`src/design/zpg_pkg.sv`:
```
package zpg_pkg;

	// Field and register widths
	localparam int unsigned DIM_W   = 13;
	localparam int unsigned COEF_W  = 8;
	localparam int unsigned POS_W   = 12;
	localparam int unsigned FRAME_W = 16;
	localparam int unsigned BYTE_W  = 8;
	localparam int unsigned CIDX_W  = 3;

	// Dimensions above this are clamped before use
	localparam int unsigned MAX_DIM = 4096;

	// Register values after reset
	localparam logic [DIM_W-1:0]  RST_WIDTH   = 13'd640;
	localparam logic [DIM_W-1:0]  RST_HEIGHT  = 13'd480;
	localparam logic [COEF_W-1:0] RST_COEF_T  = 8'd10;
	localparam logic [COEF_W-1:0] RST_COEF_T2 = 8'd0;
	localparam logic [COEF_W-1:0] RST_COEF_X2 = 8'd10;
	localparam logic [COEF_W-1:0] RST_COEF_Y2 = 8'd10;

	// Divider shapes: y term is 32-bit signed over height, x scale is 0xffff over width
	localparam int unsigned YDIV_W      = 32;
	localparam int unsigned SCALE_W     = 16;
	localparam logic [SCALE_W-1:0] SCALE_NUM = 16'hffff;
	localparam int unsigned SQ_W        = 24;

	// Codes on the action field
	localparam logic ACT_LOAD  = 1'b0;
	localparam logic ACT_PIXEL = 1'b1;

	// Register indexes
	typedef enum logic [CIDX_W-1:0] {
		REG_WIDTH   = 3'd0,
		REG_HEIGHT  = 3'd1,
		REG_COEF_T  = 3'd2,
		REG_COEF_T2 = 3'd3,
		REG_COEF_X2 = 3'd4,
		REG_COEF_Y2 = 3'd5
	} zpg_reg_t;

	// Request into the wave table
	typedef struct packed {
		logic              we;
		logic              re;
		logic [BYTE_W-1:0] addr;
		logic [BYTE_W-1:0] wdata;
	} zpg_mem_req_t;

	// Clamp a dimension register
	function automatic logic [DIM_W-1:0] sat_dim(input logic [DIM_W-1:0] d);
		logic [DIM_W-1:0] r;
		r = d;
		if (32'(d) > MAX_DIM) begin
			r = DIM_W'(MAX_DIM);
		end
		return r;
	endfunction

endpackage

```
`src/design/zpg_wave_mem.sv`:
```
// 256 x 8 wave table, one write and one registered read per cycle while en is high
module zpg_wave_mem import zpg_pkg::*; (
	input  logic              clk,
	input  logic              en,
	input  zpg_mem_req_t      req,
	output logic [BYTE_W-1:0] rdata
);

	logic [BYTE_W-1:0] mem_q [2**BYTE_W];
	logic [BYTE_W-1:0] rdata_q;

	// Write port
	always_ff @(posedge clk) begin
		if (en && req.we) begin
			mem_q[req.addr] <= req.wdata;
		end
	end

	// Read port, data held while stalled
	always_ff @(posedge clk) begin
		if (en && req.re) begin
			rdata_q <= mem_q[req.addr];
		end
	end

	assign rdata = rdata_q;

endmodule

```
`config.mk`:
```
export PLATFORM = sky130hd
export DESIGN_NAME = zpg_wave_mem
export DESIGN_NICKNAME = d
export VERILOG_FILES = /design/src/design/zpg_pkg.sv /design/src/design/zpg_wave_mem.sv
export SDC_FILE = /design/constraint.sdc
export NUM_CORES = 2
export LEC_CHECK = 0
export BUFFER_PORTS_ARGS = -buffer_cell sky130_fd_sc_hd__buf_2
export CAP_MARGIN = 20
export CORE_ASPECT_RATIO = 0.5
export CORE_MARGIN = 5
export CORE_UTILIZATION = 45
export CTS_CLUSTER_DIAMETER = 120
export DETAILED_ROUTE_END_ITERATION = 8
export SYNTH_ARGS = -nofsm -noshare
export SYNTH_HDL_FRONTEND = slang
export SYNTH_SLANG_ARGS = --single-unit
```
`constraint.sdc`:
```
create_clock -name clk -period 8.6 [get_ports clk]
set_input_delay 2.58 -clock clk [delete_from_list [all_inputs] [get_ports clk]]
set_output_delay 2.58 -clock clk [all_outputs]
set_load 0.05 [all_outputs]
```
==> metrics.yaml <==
status: "finished clean"
cts_tree: "built"
drc: 0
drt_pass1_iterations: 7
viasPerCell: 6.13
pre_cts_ws_ns: 1.87
drt_iter0_markers: 4358
layout-drive-gt1-share: 0.241
finalSetupTns_ns: 0
track_usage: 0.209
clkLatencyLatePin_ns: 0.81
syn-cell-area_sq_mm: 0.0784
finalCriticalPeriod_ns: 5.95
arrival_ns: 6.45
r2r_slack_ns: 5.70
place_congestion: 0.803
hold_depth: 5
clk_pin_slew_worst_paths_ns: 0.07
drtAntennaViolNets: 0
grt_busiest_layer: "met2"
num_io_pins: 28
grtUsageMet3: 0.0389
endpoint_kind: "flip-flop"
synth_nets: 3546
synth_top_flop_cell: "edfxtp_1"
final_util: 0.503
r2r-end: "rdata[6]$_DFFE_PP_"
crit_fanout: 60
first_global_vias: 37800
cts_root_buf: "clkbuf_16"
fillers: 13700
required_ns: 9.09
fin_crit_sh: 0.692
die_h_microns: 305
setup_viol: 0
synth_edf_count: 2056
grt_overflow: 0
clock.fmax_mhz: 168
irDropWorstVdd_uv: 208
wl_per_cell_microns: 31.5
die_w_microns: 600
post-cts-setup-buffer-count: 0
maxCapViolCount: 0
synth-seq-cells: 2056
grt_use_met2: 0.322
grt_pass1_wl_microns: 276000
hold_start: "mem_q[6][4]$_DFFE_PP_"
hold_buffers: 0
numCtsBuffers: 181
clock-sinks: 2056
worstSetupPathType: "primary input to flip-flop"
wl_microns: 191000
synthArstFlopShare: 0
grt_max_degree: 185
setup_ws_ns: 2.65
fin_nets: 3627
drv_slew: 0
met1_usage: 0.311
io_buffers: 27
cellPowerDensity_mw_per_mm2: 226
start_util: 0.452
vias: 37200
rsz0062_at_grt: "false"
avgSynthCellArea_sq_um: 22.2
design.core.area_sq_mm: 0.173
clockBufferDepth: 3
antenna_found_initial: 6
dieArea_sq_mm: 0.183
core.rowCount: 108
synth.distinct_cells: 21
synth_warnings: 0
cp-start-kind: "primary input"
r2r_start: "mem_q[43][6]$_DFFE_PP_"
hold_class: "flip-flop to flip-flop"
skew_ns: 0.0271
p_leak_nw: 26.1
syn2layout_area_growth_pct: 11.1
reg2reg_depth: 5
worstMarginPinSlew_ns: 1.19
min_to: "rdata[4]$_DFFE_PP_"
htreeDepth: 4
slew-limit-headroom: 0.194
hold_viol: 0
syn_inst: 3526
ys_seq_area_frac: 0.788
cts.repair.resized: 0
place_hpwl_microns: 111000
-- metrics by stage --
stage / hold slack, ns / std cells / total power, W / instance area [sq um]
floorplan: 0.896 / 3526 / 0.0117 / 78400
global placement: 1.04 / 5727 / 0.0121 / 81500
detailed placement: 1.02 / 5733 / 0.0122 / 81500
CTS: 1.04 / 6068 / 0.0198 / 87100
global route: 1.12 / 6069 / 0.0203 / 87100
finish: 1.04 / 6070 / 0.0197 / 87100
-- metal layers --
| metal | up-vias | wire, microns |
|---|---|---|
| li1 | 15200 | - |
| met1 | 20200 | 81900 |
| met2 | 1550 | 90500 |
| met3 | 263 | 14500 |
| met4 | 0 | 4090 |
| met5 | - | 0 |
-- synth_stat cells, types with 4 or more instances --
cell,number,share of area
edfxtp_1,2056,0.79
mux4_2,512,0.15
nor2_1,259,0.012
a22oi_1,256,0.025
clkbuf_1,146,0.0070
a21oi_1,128,0.0082
buf_2,41,0.0026
o41ai_1,32,0.0036
nand2_1,30,0.0014
buf_1,18,0.00086
buf_4,11,0.0011
buf_6,9,0.0013
nand4_1,8,0.00064
nor2b_1,6,0.00048
nand3_1,4,0.00026
-- power by group --
part / switching [W] / internal (W)
combinational: 0.000589 / 0.000306
sequential: 0.00000597 / 0.0110
clock: 0.00359 / 0.00419
total: 0.00419 / 0.0155
-- final cells by class --
type,instances,area (sq um),share of cell area
sequential,2056,61700,0.709
tap,2310,2890,0.0332
clock buffer,222,4750,0.0545
antenna,1,2.50,0.0000287
multi-input combinational,1245,15800,0.181
timing repair buffer,123,1140,0.0131
clock inverter,113,798,0.00916
-- cells by family (layout without fill, tap and decap cells) --
kind of cell           count (synthesis)  after routing  share of synthesized area
flip-flops                          2056           2056                      0.788
AND/OR/NAND/NOR                      317            317                     0.0161
buffers and inverters                225            458                     0.0128
AO/OA/AOI/OAI                        416            416                     0.0363
other                                  0              1                          0
multiplexers                         512            512                      0.147
-- how the worst max path moves through the flow --
| stage | start | end | slack, ns |
|---|---|---|---|
| final | req[8] | rdata[5]$_DFFE_PP_ | 2.65 |
| after global routing | req[8] | rdata[5]$_DFFE_PP_ | 2.51 |
| after CTS | req[8] | rdata[5]$_DFFE_PP_ | 2.74 |
| after detailed placement | req[8] | rdata[5]$_DFFE_PP_ | 1.87 |
| after global placement | req[8] | rdata[2]$_DFFE_PP_ | 1.13 |
| after floorplan | req[8] | mem_q[105][0]$_DFFE_PP_ | 3.72 |
-- layout by cell type, fill, tap and decap left out, types with 10 or more instances in the layout --
cell       instances
a21oi_1          128
a22oi_1          256
buf_12            14
buf_2             21
buf_4             77
buf_8             10
clkbuf_1          38
clkbuf_16        184
clkinv_1          59
clkinv_2          31
edfxtp_1        2056
mux4_2           512
nand2_1           14
nand2_2           16
nor2_1           258
o41ai_1           20
o41ai_2           12
-- worst max-delay path, stage by stage --
cell     delay [ns]
buf_8          0.53
buf_4          0.85
mux4_2         0.60
a22oi_1        0.20
a21oi_1        0.19
o41ai_1        1.10
nand4_1        0.19
-- sequential cells by signal, summed over array words and instances (netlist names) --
signal  cells
rdata       8
mem_q    2048
Note: power is estimated with default switching activity, not from simulation.
