--- src/design/zpg_pkg.sv ---
package zpg_pkg;

	// Field and register widths
	localparam int unsigned DIM_W   = 13;
	localparam int unsigned COEF_W  = 8;
	localparam int unsigned POS_W   = 12;
	localparam int unsigned FRAME_W = 16;
	localparam int unsigned BYTE_W  = 8;
	localparam int unsigned CIDX_W  = 3;

	// Dimensions above this are clamped before use
	localparam int unsigned MAX_DIM = 4096;

	// Register values after reset
	localparam logic [DIM_W-1:0]  RST_WIDTH   = 13'd640;
	localparam logic [DIM_W-1:0]  RST_HEIGHT  = 13'd480;
	localparam logic [COEF_W-1:0] RST_COEF_T  = 8'd10;
	localparam logic [COEF_W-1:0] RST_COEF_T2 = 8'd0;
	localparam logic [COEF_W-1:0] RST_COEF_X2 = 8'd10;
	localparam logic [COEF_W-1:0] RST_COEF_Y2 = 8'd10;

	// Divider shapes: y term is 32-bit signed over height, x scale is 0xffff over width
	localparam int unsigned YDIV_W      = 32;
	localparam int unsigned SCALE_W     = 16;
	localparam logic [SCALE_W-1:0] SCALE_NUM = 16'hffff;
	localparam int unsigned SQ_W        = 24;

	// Codes on the action field
	localparam logic ACT_LOAD  = 1'b0;
	localparam logic ACT_PIXEL = 1'b1;

	// Register indexes
	typedef enum logic [CIDX_W-1:0] {
		REG_WIDTH   = 3'd0,
		REG_HEIGHT  = 3'd1,
		REG_COEF_T  = 3'd2,
		REG_COEF_T2 = 3'd3,
		REG_COEF_X2 = 3'd4,
		REG_COEF_Y2 = 3'd5
	} zpg_reg_t;

	// Request into the wave table
	typedef struct packed {
		logic              we;
		logic              re;
		logic [BYTE_W-1:0] addr;
		logic [BYTE_W-1:0] wdata;
	} zpg_mem_req_t;

	// Clamp a dimension register
	function automatic logic [DIM_W-1:0] sat_dim(input logic [DIM_W-1:0] d);
		logic [DIM_W-1:0] r;
		r = d;
		if (32'(d) > MAX_DIM) begin
			r = DIM_W'(MAX_DIM);
		end
		return r;
	endfunction

endpackage

--- src/design/zpg_div.sv ---
// Pipelined restoring divider, one quotient bit per stage
module zpg_div import zpg_pkg::*; #(
	parameter int unsigned DVD_W = YDIV_W,
	parameter int unsigned DVS_W = DIM_W,
	parameter int unsigned Q_W   = BYTE_W
) (
	input  logic             clk,
	input  logic             en,
	input  logic [DVD_W-1:0] dividend,
	input  logic [DVS_W-1:0] divisor,
	output logic [Q_W-1:0]   quotient
);

	logic [DVS_W-1:0] rem_q [DVD_W];
	logic [DVD_W-1:0] dvd_q [DVD_W];
	logic [Q_W-1:0]   quo_q [DVD_W];

	logic [DVS_W-1:0] rem_in [DVD_W];
	logic [DVD_W-1:0] dvd_in [DVD_W];
	logic [Q_W-1:0]   quo_in [DVD_W];

	for (genvar s = 0; s < DVD_W; s++) begin : g_stage
		logic [DVS_W:0] trial;
		logic           ge;

		// Previous partial remainder, or a fresh start at the first stage
		if (s == 0) begin : g_first
			assign rem_in[s] = '0;
			assign dvd_in[s] = dividend;
			assign quo_in[s] = '0;
		end else begin : g_next
			assign rem_in[s] = rem_q[s-1];
			assign dvd_in[s] = dvd_q[s-1];
			assign quo_in[s] = quo_q[s-1];
		end

		// Shift in the next dividend bit and try the subtract
		assign trial = {rem_in[s], dvd_in[s][DVD_W-1]};
		assign ge    = (trial >= {1'b0, divisor});

		always_ff @(posedge clk) begin
			if (en) begin
				rem_q[s] <= ge ? DVS_W'(trial - {1'b0, divisor}) : trial[DVS_W-1:0];
				dvd_q[s] <= {dvd_in[s][DVD_W-2:0], 1'b0};
				quo_q[s] <= {quo_in[s][Q_W-2:0], ge};
			end
		end
	end

	assign quotient = quo_q[DVD_W-1];

endmodule

--- config.mk ---
export PLATFORM = sky130hd
export DESIGN_NAME = zpg_div
export DESIGN_NICKNAME = d
export VERILOG_FILES = /design/src/design/zpg_pkg.sv /design/src/design/zpg_div.sv
export SDC_FILE = /design/constraint.sdc
export NUM_CORES = 2
export LEC_CHECK = 0
export ABC_CLOCK_PERIOD_IN_PS = 6100
export BUFFER_PORTS_ARGS = -buffer_cell sky130_fd_sc_hd__buf_2
export CORE_MARGIN = 3
export CORE_UTILIZATION = 65
export CTS_BUF_LIST = sky130_fd_sc_hd__clkbuf_8
export CTS_CLUSTER_SIZE = 14
export DETAILED_ROUTE_END_ITERATION = 7
export PLACE_DENSITY = 0.82
export SLEW_MARGIN = 30
export SYNTH_ARGS = -nofsm -noshare
export SYNTH_HDL_FRONTEND = slang
export SYNTH_SLANG_ARGS = --single-unit
--- constraint.sdc ---
create_clock -name clk -period 6.1 [get_ports clk]
set_clock_uncertainty 0.05 [all_clocks]
set_input_delay 1.22 -clock clk [delete_from_list [all_inputs] [get_ports clk]]
set_output_delay 1.22 -clock clk [all_outputs]
set_load 0.05 [all_outputs]
==> out/results.ini <==
[run_status]
status = finished clean

[sta]
slew_headroom_pct = 38.55
finalCritPeriodShare_pct = 74.04
grt_setup_unrepaired = false
holdWs_ns = 0.3525
setup_viol = 0
tns_ns = 0
max_freq_mhz = 221.4
worst_slack_ns = 1.583
fin_crit_ns = 4.517
maxSlewViolCount = 0
worstMarginPinSlew_ns = 0.9217
hold_viol = 0

[critical_path]
max_stage_delay_ns = 0.80
path_delay_family = compound AO/OA/AOI/OAI gates
cp.buffers_inverters = 3
ff2ff_path_depth = 10
cp_max_fo = 13
path_class = primary input to flop
cp_data_arrival_time_ns = 5.03
worstPathRequired_ns = 6.61
cp_cell_sequence = buf_2, clkinv_1, buf_4, ha_1, nand2_1, a21oi_2, a211oi_4, or4b_4, a311oi_4, mux2_2
cp-end-kind = flop
crit_cells = 10
r2r_start = dvd_q[17][30]
r2r_end = rem_q[18][3]
crit_slowest_cell = a311oi_4
cp-start-kind = primary input
ff2ff_setup_slack_ns = 2.34

[pwr]
cellPowerDensity_nw_per_um2 = 521.7
p_clk_share_pct = 17.8
ir_drop_v = 0.0003401
p_leak_nw = 22.12
p_int_mw = 19.10
combPwrFrac_pct = 46.8
seqPwrFrac_pct = 35.4
p_sw_mw = 10.40
p_sw_share_pct = 35.27

[grt]
antenna_found_initial = 1
grtUsageTotal_pct = 24.49
grt_pass1_vias = 31580
grt_pass1_wl_mm = 161.3
grt_max_degree = 138
gr-total-overflow = 0

[route]
drc = 0
totalWireLength_mm = 101.0
routed-via-count = 32290
routedWlPerCell_um = 19.10
vias_per_cell = 6.107
initialDrtViolationCount = 2744
dr.pass1.iters = 8
ant_nets = 0

[placed_design]
dpl.hpwl_mm = 68.61
port_buffers = 54
pre_cts_ws_ns = 0.7900
place_congestion = 0.8927

[logic_synthesis]
ys_top_cells_by_count = 935 x edfxtp_1, 405 x ha_1, 256 x nor2_1
yosysMostFrequentCell = edfxtp_1
yosysSeqAreaShare_pct = 54.30
synth_area_per_cell_um2 = 13.24
synth_top_area_share_pct = 54.30
yosys.area.top_type = edfxtp_1
yosys_register_bits = 935
synth_fp_nets = 4387
synth.cell_area_um2 = 51710
syn_inst = 3905
synthArstFlopShare_pct = 0
ys_top_cells_by_area = edfxtp_1 54%, ha_1 9.8%, mux2_2 5.4%
ys_warn_count = 0
ys.flop_type = edfxtp_1
synthDistinctLibCells = 80
synth-edff-count = 935

[clocking]
cts_made_buffers = 153
path_clk_slew_ns = 0.06
cts_sinks = 935
cts_max_level = 4
cts-root-buf = clkbuf_8
cts_setup_buffers = 0
ctsHoldBuffers = 0
clock_path_buffers = 3
clk_latency_ns = 0.84
cts_resized = 0
tritoncts = built

[floorplan]
num_rows = 102
num_io_pins = 55
fp.dieW_um = 288.0
die_area_um2 = 82970
fp.coreArea_um2 = 78100
start_util_pct = 66.20
die_h_um = 288.0

[finish]
n_fill_cell = 5184
area_delta_synth_final_pct = 9.357
layout-drive-gt1-share_pct = 15.96
register_area_um2 = 28080
finish.utilization_pct = 72.40
multi_input_area_um2 = 22850
fin_nets = 4616

[worst_hold_path]
hold-path-endpoint = dvd_q[21][22]
min_path_cells = 0
hp-class = flop to flop
hold_start = dvd_q[20][21]

[flow_run]
drv_cap = 0

[logic make-up (layout without fill, tap and decap cells)]
family,Yosys count,count (layout),synth area share [%]
AND/OR/NAND/NOR,797,797,7.758
multiplexers,395,395,8.733
AO/OA/AOI/OAI,898,898,12.29
XOR/XNOR,262,262,4.438
adder cells (fa/ha/maj),435,435,10.96
flip-flops,935,935,54.30
buffers and inverters,183,525,1.520
other,0,1,0
[cell usage in the layout (no fill, tap or decap), types with 84 or more instances in the layout]
cell type,n
nor3_1,87
mux2_2,250
clkbuf_8,153
xnor2_1,149
inv_1,165
a21oi_1,184
o21ai_0,136
nor2_1,256
a21o_1,138
xor2_1,113
ha_1,405
o21a_1,84
nand2_1,132
mux2i_1,90
edfxtp_1,935
[registers in the layout, summed over array words and instances, names as in the netlist]
register / count
dvd_q: 496
quo_q: 36
rem_q: 403
[through the flow]
step | std cells | instance area (um^2) | power [mW]
final | 5288 | 56540 | 29.50
after global routing | 5288 | 56540 | 31.49
after CTS | 5286 | 56520 | 29.55
after detailed placement | 5018 | 53580 | 24.08
after global placement | 5018 | 53570 | 23.70
after floorplan | 3905 | 51710 | 21.29
[how the worst max path moves through the flow]
| stage | to | startpoint |
|---|---|---|
| 2_1_floorplan | rem_q[21][10] | divisor[2] |
| 3_3_place_gp | rem_q[20][2] | divisor[5] |
| 3_5_place_dp | rem_q[20][12] | divisor[5] |
| 4_1_cts | rem_q[20][12] | divisor[5] |
| 5_1_grt | rem_q[20][12] | divisor[6] |
| 6_report | rem_q[20][12] | divisor[5] |
[worst reg2reg max path, cell delays in order (launching register included)]
cell	delay (ns)
edfxtp_1	0.46
inv_1	0.12
ha_1	0.21
fa_1	0.28
nor2b_4	0.06
o21ai_2	0.15
a21oi_2	0.10
a211oi_4	0.31
or4b_4	0.52
a311oi_4	0.80
mux2_2	0.43
[power groups by stage]
| stage | registers (mW) | logic [mW] | clock network [mW] |
|---|---|---|---|
| after floorplan | 10.1 | 11.2 | 0 |
| after global placement | 10.5 | 13.2 | 0 |
| after detailed placement | 10.5 | 13.6 | 0 |
| after CTS | 10.4 | 13.7 | 5.41 |
| after global routing | 10.6 | 15.2 | 5.69 |
| final | 10.4 | 13.8 | 5.26 |
[routing by layer]
| metal | routed length (um) | vias to the layer above | global-route usage, % |
|---|---|---|---|
| met2 | 47840 | 964 | 39.65 |
| li1 | - | 15610 | - |
| met3 | 5959 | 214 | 4.196 |
| met1 | 44160 | 15500 | 33.45 |
| met5 | 0 | - | 0 |
| met4 | 3025 | 0 | 9.220 |
[cell type report]
type	count	area share [%]
Tap cell	1040	2.301
Multi-Input combinational cell	2787	40.41
Clock buffer	153	3.724
Inverter	141	0.9360
Sequential cell	935	49.65
Timing Repair Buffer	116	1.478
Clock inverter	115	1.487
Antenna cell	1	0.004426
(Power assumes the default switching activity.)
